==> src/hw/rtl/pps_pkg.sv <==
// Shared types and codes for the preemptive priority scheduler.
`timescale 1ns / 1ps
`default_nettype none
package pps_pkg;

    localparam int IDX_W = 8;

    typedef enum logic [1:0] {
        OP_LOAD  = 2'd0,
        OP_TICK  = 2'd1,
        OP_CLEAR = 2'd2
    } opcode_t;

    typedef struct packed {
        logic [1:0]  opcode;
        logic [3:0]  slot;
        logic [15:0] arrival_time;
        logic [15:0] burst_length;
        logic [7:0]  priority_req;
    } cmd_t;

    typedef struct packed {
        logic        idle;
        logic [3:0]  run_slot;
        logic        finished;
        logic [31:0] turnaround;
        logic [31:0] waiting;
        logic [31:0] response;
        logic        all_done;
    } result_t;

    // Best candidate so far, handed from cell to cell during a scan.
    typedef struct packed {
        logic             found;
        logic [IDX_W-1:0] idx;
        logic [7:0]       prio;
        logic [15:0]      arrival;
        logic [15:0]      burst;
        logic [15:0]      remaining;
        logic             started;
        logic [31:0]      first_run;
        logic [1:0]       pending;
    } cand_t;

    localparam cand_t CAND_EMPTY = '{default: '0};

    // Broadcast control from the sequencer to every cell.
    typedef struct packed {
        logic             load_en;
        logic             clear;
        logic             scan_en;
        logic [IDX_W-1:0] scan_idx;
        logic             apply_en;
        logic [IDX_W-1:0] win_idx;
    } cell_ctl_t;

endpackage
`default_nettype wire

==> src/hw/rtl/pps_cell.sv <==
// One process slot: holds its state and compares itself against the passing candidate.
`timescale 1ns / 1ps
`default_nettype none
module pps_cell #(
    parameter int IDX = 0
) (
    input  wire logic               clk,
    input  wire logic               rst_n,
    input  wire pps_pkg::cell_ctl_t ctl,
    input  wire pps_pkg::cmd_t      cmd,
    input  wire logic [31:0]        now,
    input  wire pps_pkg::cand_t     cand_in,
    output pps_pkg::cand_t          cand_out
);

    localparam logic [pps_pkg::IDX_W-1:0] MY_IDX = pps_pkg::IDX_W'(IDX);

    logic        valid_reg, done_reg, started_reg;
    logic [15:0] arrival_reg, burst_reg, remaining_reg;
    logic [7:0]  prio_reg;
    logic [31:0] first_run_reg;
    pps_pkg::cand_t cand_reg, cand_next;

    logic sel_load, sel_scan, sel_apply, pending, ready, better;

    assign sel_load  = ctl.load_en && ({4'd0, cmd.slot} == MY_IDX);
    assign sel_scan  = ctl.scan_en && (ctl.scan_idx == MY_IDX);
    assign sel_apply = ctl.apply_en && (ctl.win_idx == MY_IDX);
    assign pending   = valid_reg && !done_reg;
    assign ready     = pending && ({16'd0, arrival_reg} <= now);
    assign better    = !cand_in.found || (prio_reg < cand_in.prio) ||
                       ((prio_reg == cand_in.prio) && (arrival_reg < cand_in.arrival));

    always_comb
    begin
        cand_next = cand_in;
        if (ready && better)
        begin
            cand_next.found     = 1'b1;
            cand_next.idx       = MY_IDX;
            cand_next.prio      = prio_reg;
            cand_next.arrival   = arrival_reg;
            cand_next.burst     = burst_reg;
            cand_next.remaining = remaining_reg;
            cand_next.started   = started_reg;
            cand_next.first_run = first_run_reg;
        end
        // saturate at two: enough to tell whether anything else remains
        if (pending && cand_in.pending != 2'd2)
        begin
            cand_next.pending = cand_in.pending + 2'd1;
        end
    end

    always_ff @(posedge clk or negedge rst_n)
    begin
        if (!rst_n)
        begin
            valid_reg   <= 1'b0;
            done_reg    <= 1'b0;
            started_reg <= 1'b0;
        end
        else if (ctl.clear)
        begin
            valid_reg   <= 1'b0;
            done_reg    <= 1'b0;
            started_reg <= 1'b0;
        end
        else if (sel_load)
        begin
            valid_reg   <= 1'b1;
            started_reg <= 1'b0;
            done_reg    <= (cmd.burst_length == 16'd0);
        end
        else if (sel_apply)
        begin
            started_reg <= 1'b1;
            done_reg    <= (remaining_reg == 16'd1);
        end
    end

    always_ff @(posedge clk)
    begin
        if (sel_load)
        begin
            arrival_reg   <= cmd.arrival_time;
            burst_reg     <= cmd.burst_length;
            remaining_reg <= cmd.burst_length;
            prio_reg      <= cmd.priority_req;
            first_run_reg <= 32'd0;
        end
        else if (sel_apply)
        begin
            remaining_reg <= remaining_reg - 16'd1;
            if (!started_reg)
            begin
                first_run_reg <= now;
            end
        end
        if (sel_scan)
        begin
            cand_reg <= cand_next;
        end
    end

    assign cand_out = cand_reg;

endmodule
`default_nettype wire

==> config.mk <==
export PLATFORM = sky130hd
export DESIGN_NAME = pps_cell
export DESIGN_NICKNAME = d
export VERILOG_FILES = /design/src/hw/rtl/pps_pkg.sv /design/src/hw/rtl/pps_cell.sv
export SDC_FILE = /design/constraint.sdc
export NUM_CORES = 1
export LEC_CHECK = 0
export BUFFER_PORTS_ARGS = -buffer_cell sky130_fd_sc_hd__buf_2
export CORE_MARGIN = 2
export CORE_UTILIZATION = 40
export DETAILED_ROUTE_END_ITERATION = 8
export PLACE_DENSITY = 0.66
export SYNTH_ARGS = -nofsm -noshare
export SYNTH_HDL_FRONTEND = slang
export SYNTH_SLANG_ARGS = --single-unit
==> constraint.sdc <==
create_clock -name clk -period 3.2 [get_ports clk]
set_input_delay 0.32 -clock clk [delete_from_list [all_inputs] [get_ports clk]]
set_output_delay 0.32 -clock clk [all_outputs]
set_load 0.03 [all_outputs]
## After elaboration in Yosys (flattened, before gate mapping)

Cells that the tools add are included.

- Register bits: 191
- Bits of input ports: 200

- Muxes and demuxes: 12
- Magnitude comparators: 3
- Eq/ne operators: 3
- Add/subtract/negate cells: 2
- Reductions and logical operators: 20
- Bitwise operators: 1

Operators with widths:

| cell | count |
|---|---|
| $mux W89 | 1 |
| $le A16 B32 Y1 | 1 |
| $mux W16 | 2 |
| $eq A16 B1 Y1 const B | 1 |
| $logic_not A16 Y1 | 1 |
| $logic_not A8 Y1 | 2 |
| $lt A16 B16 Y1 | 1 |
| $sub A16 B1 Y16 const B | 1 |
| $eq A8 B8 Y1 | 1 |
| $logic_and A1 B1 Y1 | 8 |
| $lt A8 B8 Y1 | 1 |
| $mux W1 | 8 |
| $logic_not A4 Y1 | 1 |
| $reduce_bool A2 Y1 | 2 |
| $reduce_bool A3 Y1 | 1 |
| $add A2 B1 Y2 const B | 1 |
| $logic_not A1 Y1 | 2 |
| $logic_or A1 B1 Y1 | 2 |
| $mux W2 | 1 |
| $ne A2 B2 Y1 const B | 1 |
| $reduce_and A2 Y1 | 1 |
| $not A1 Y1 | 1 |

## Longest topological paths before layout

- Depth in word-level cells: 5
- Gate-level depth with buffers: 10
- Mapped depth without buffers: 8

## Worst setup path after synthesis

Ideal clock, no wire load.

- Kind: input to register
- Start: input ctl[11] in the netlist's numbering
- End: register cand_reg (netlist bit cand_out[0]) (enable)
- Buffers on the path: 0
- Slack: -7.717 ns
- Arrival: 10.102 ns
- Data required time: 2.385 ns
- Stages on the path: 3
- Cell sequence: nor4_1 -> nand3b_1 -> nor4_1

- Longest elaborated chain between the ends: 2

Ends and longest elaborated chain:

| element | line | RTL |
|---|---|---|
| from (decl) | pps_cell.sv:9 | `input wire pps_pkg::cell_ctl_t ctl,` |
| $logic_not A8 Y1 | pps_cell.sv:27 | `assign sel_scan = ctl.scan_en && (ctl.scan_idx == MY_IDX);` |
| $logic_and A1 B1 Y1 | pps_cell.sv:27 |  |
| named net sel_scan | pps_cell.sv:24 | `logic sel_load, sel_scan, sel_apply, pending, ready, better;` |
| to (signal assigned) | pps_cell.sv:102 | `cand_reg <= cand_next;` |
| to (decl) | pps_cell.sv:22 | `pps_pkg::cand_t cand_reg, cand_next;` |

The timed path passes the listed nets, and every way through them passes these cells.
A chain may end at the register's enable or synchronous reset.

==> flow_summary.yaml <==
clock_tree:
  clk_path_buf_depth: 2
  cts.sinks: 191
  cts_root_buf: "clkbuf_16"
  ctsResizeCount: 0
  clk_pin_slew_worst_paths_ps: 80
  clock_latency_ps: 430
  htree_levels: 4
  cts_tree: "done"
  cts_buffers: 17
logic_synthesis:
  ys_seq_area_share_pct: 62.6
  synth_warnings: 0
  synth_edf_count: 156
  async_reset_ff_share_pct: 1.57
  ys_ff_latch: 191
  synth_ff_type: "edfxtp_1"
  syn_nets: 895
  netlist_area_um2: 8630
  postSynthCellCount: 653
  ys_types: 39
  avgSynthCellArea_um2: 13.2
finish:
  fin_nets: 1199
  final_area_um2: 11200
  drive_gt1_share_pct: 41.8
  area_delta_synth_final_pct: 29.5
  largest_reg_flops: 100
power_and_ir_drop:
  pwr-share-comb_pct: 7.0
  intPower_uw: 4100
  power.share.sequential_pct: 51.5
  clkPwrFrac_pct: 41.5
  pwr_density_cell_nw_per_um2: 475
  p_sw_uw: 1200
  leakagePower_uw: 0.00449
  p_sw_share_pct: 22.7
  peakVddDrop_mv: 0.339
route:
  wl_per_cell_um: 17.4
  drtPass1Iterations: 4
  via_count: 6160
  vias_per_cell: 4.94
  wirelength_mm: 21.6
  drc_errors: 0
  first_iter_violations: 245
  antenna_left: 0
place:
  place_hpwl_mm: 15.9
  io_buffers: 297
  gp_congestion: 0.789
  placed_area_um2: 10500
timing:
  tightest_slew_ps: 830
  timing.final.crit_share_pct: 93.8
  drv_slew: 0
  fin_hold_ws_ps: 60.0
  timing.fmax_ghz: 0.333
  skew_ps: 9.77
  hold_violations: 0
  rsz0062_at_grt: "no"
  setup_violations: 0
  min_period_ps: 3000
  slew_headroom_pct: 44.7
critical_path:
  crit-reg2reg-capture: "cand_out[15]"
  arrival_ps: 3180
  startpoint_type: "register"
  cp.required_ps: 3380
  r2r-start: "arrival_reg[15]"
  criticalPathCategory: "register to register"
  cp-startpoint: "arrival_reg[15]"
  worst-path-max-fanout: 21
  r2r_slack_ps: 200
  end_kind: "register"
  reg2reg_depth: 8
global_routing:
  grt_max_degree: 109
  antenna_found_initial: 2
  grt_pass1_wl_mm: 32.1
  grt_usage_pct: 18.7
  grt_overflow_total: 0
  grt_pass1_vias: 6080
floorplan:
  coreArea_um2: 21100
  die_h_um: 151
  die_w_um: 151
  ios: 300
  die_area_um2: 22800
  placementRows: 53
  floorplan.initialDensity_pct: 40.9
run_status:
  status: "complete, no violations"
hold_path:
  hold_start: "cmd[7]"
  worst_hold_path.num_cells: 1
  worstHoldPathType: "input pin to register"
  whs_endpoint: "prio_reg[7]"
flow_run:
  cap_violations: 0
## critical path, cell delays in order (launching register included)
cell       delay, ps
edfxtp_1         440
ha_1             370
a2111oi_2        420
o21ai_1          190
a2111oi_4        350
a2bb2oi_4        240
buf_12           200
buf_12           180
mux2_2           350
## Yosys cell counts, drive strengths merged (5+ instances only)
master  number  share of area, %
nor3        12              0.70
nor4        15               1.1
inv         43               1.9
nor2        13              0.57
dfxtp       32               7.4
mux2        89                12
a21oi       43               2.5
nand2b       5              0.36
nor2b       13              0.94
xnor2       12               1.2
nand4        9              0.65
nand2       88               3.8
a211oi       6              0.52
edfxtp     156                54
clkbuf      13              0.57
o21ai       22               1.3
buf         10              0.83
ha          42               6.1
## metal layers
layer / up-vias / GRT usage, % / share of wire (%)
met5: - / 0 / 0.060
met4: 2 / 5.05 / 1.4
met3: 24 / 5.12 / 7.7
met2: 242 / 31.4 / 49
met1: 2895 / 23.9 / 42
li1: 2997 / - / -
## metrics by stage
step / power, uW / instances / utilization, % / setup TNS (ps) / setup slack (ps)
floorplan: 2960 / 653 / - / -111090 / -1110
global placement: 3150 / 1212 / 50.0 / 0 / 225
detailed placement: 3160 / 1212 / 50.0 / 0 / 140
CTS: 5350 / 1245 / 52.9 / 0 / 166
global route: 5480 / 1245 / 52.9 / 0 / 36.2
finish: 5300 / 1247 / 53.0 / 0 / 199
## power by group through the flow
stage	sequential, uW	clock, uW	combinational (uW)
finish	2730	2200	372
global route	2730	2330	415
CTS	2730	2240	375
detailed placement	2780	0	371
global placement	2780	0	362
floorplan	2780	0	177
## cell families (layout without fill, tap and decap cells)
| kind of cell | Yosys count | in the layout | synth area share (%) |
|---|---|---|---|
| other | 0 | 2 | 0 |
| muxes | 89 | 89 | 11.6 |
| DFF | 191 | 191 | 62.6 |
| and+or+nand+nor | 167 | 167 | 9.11 |
| adders and majority gates | 42 | 42 | 6.09 |
| AOI/OAI and AO/OA | 83 | 83 | 5.80 |
| buffers and inverters | 66 | 383 | 3.26 |
| xor gates and xnor gates | 15 | 15 | 1.52 |
## worst max path at each step
stage	to	cells after the start
floorplan	cand_out[0]	3
global placement	cand_out[15]	11
detailed placement	cand_out[15]	11
CTS	cand_out[15]	9
global route	cand_out[15]	9
finish	cand_out[15]	8
## cell type report
type                       count  area [um2]
sequential                   191        5400
multi-input combinational    396        2990
clock inverter                15         179
fill                        1874        9920
tap                          275         344
timing repair buffer         308        1660
antenna                        2        5.00
inverter                      43         161
clock buffer                  17         425
## repair_timing
item / 4_1_cts / 5_1_grt
buffers inserted: 0 / 0
endpoints found under the hold margin: 3 / 0
hold buffers: 1 / 0
## placed cells by master (no fill, tap or decap), types with 5 or more instances in the layout
cell type,Yosys,layout
buf_2,6,297
edfxtp_1,156,156
nand2_1,88,88
mux2_2,59,59
inv_1,43,43
a21oi_1,43,43
ha_1,42,42
dfxtp_1,32,32
mux2_1,30,30
o21ai_0,21,21
clkbuf_16,0,17
nor4_1,15,13
nor2b_1,13,13
nor2_1,13,12
xnor2_1,12,12
nor3_1,12,11
nand4_1,9,9
buf_12,0,7
a211oi_1,6,6
nand2b_1,5,5
Power figures use the tool's default switching activity.
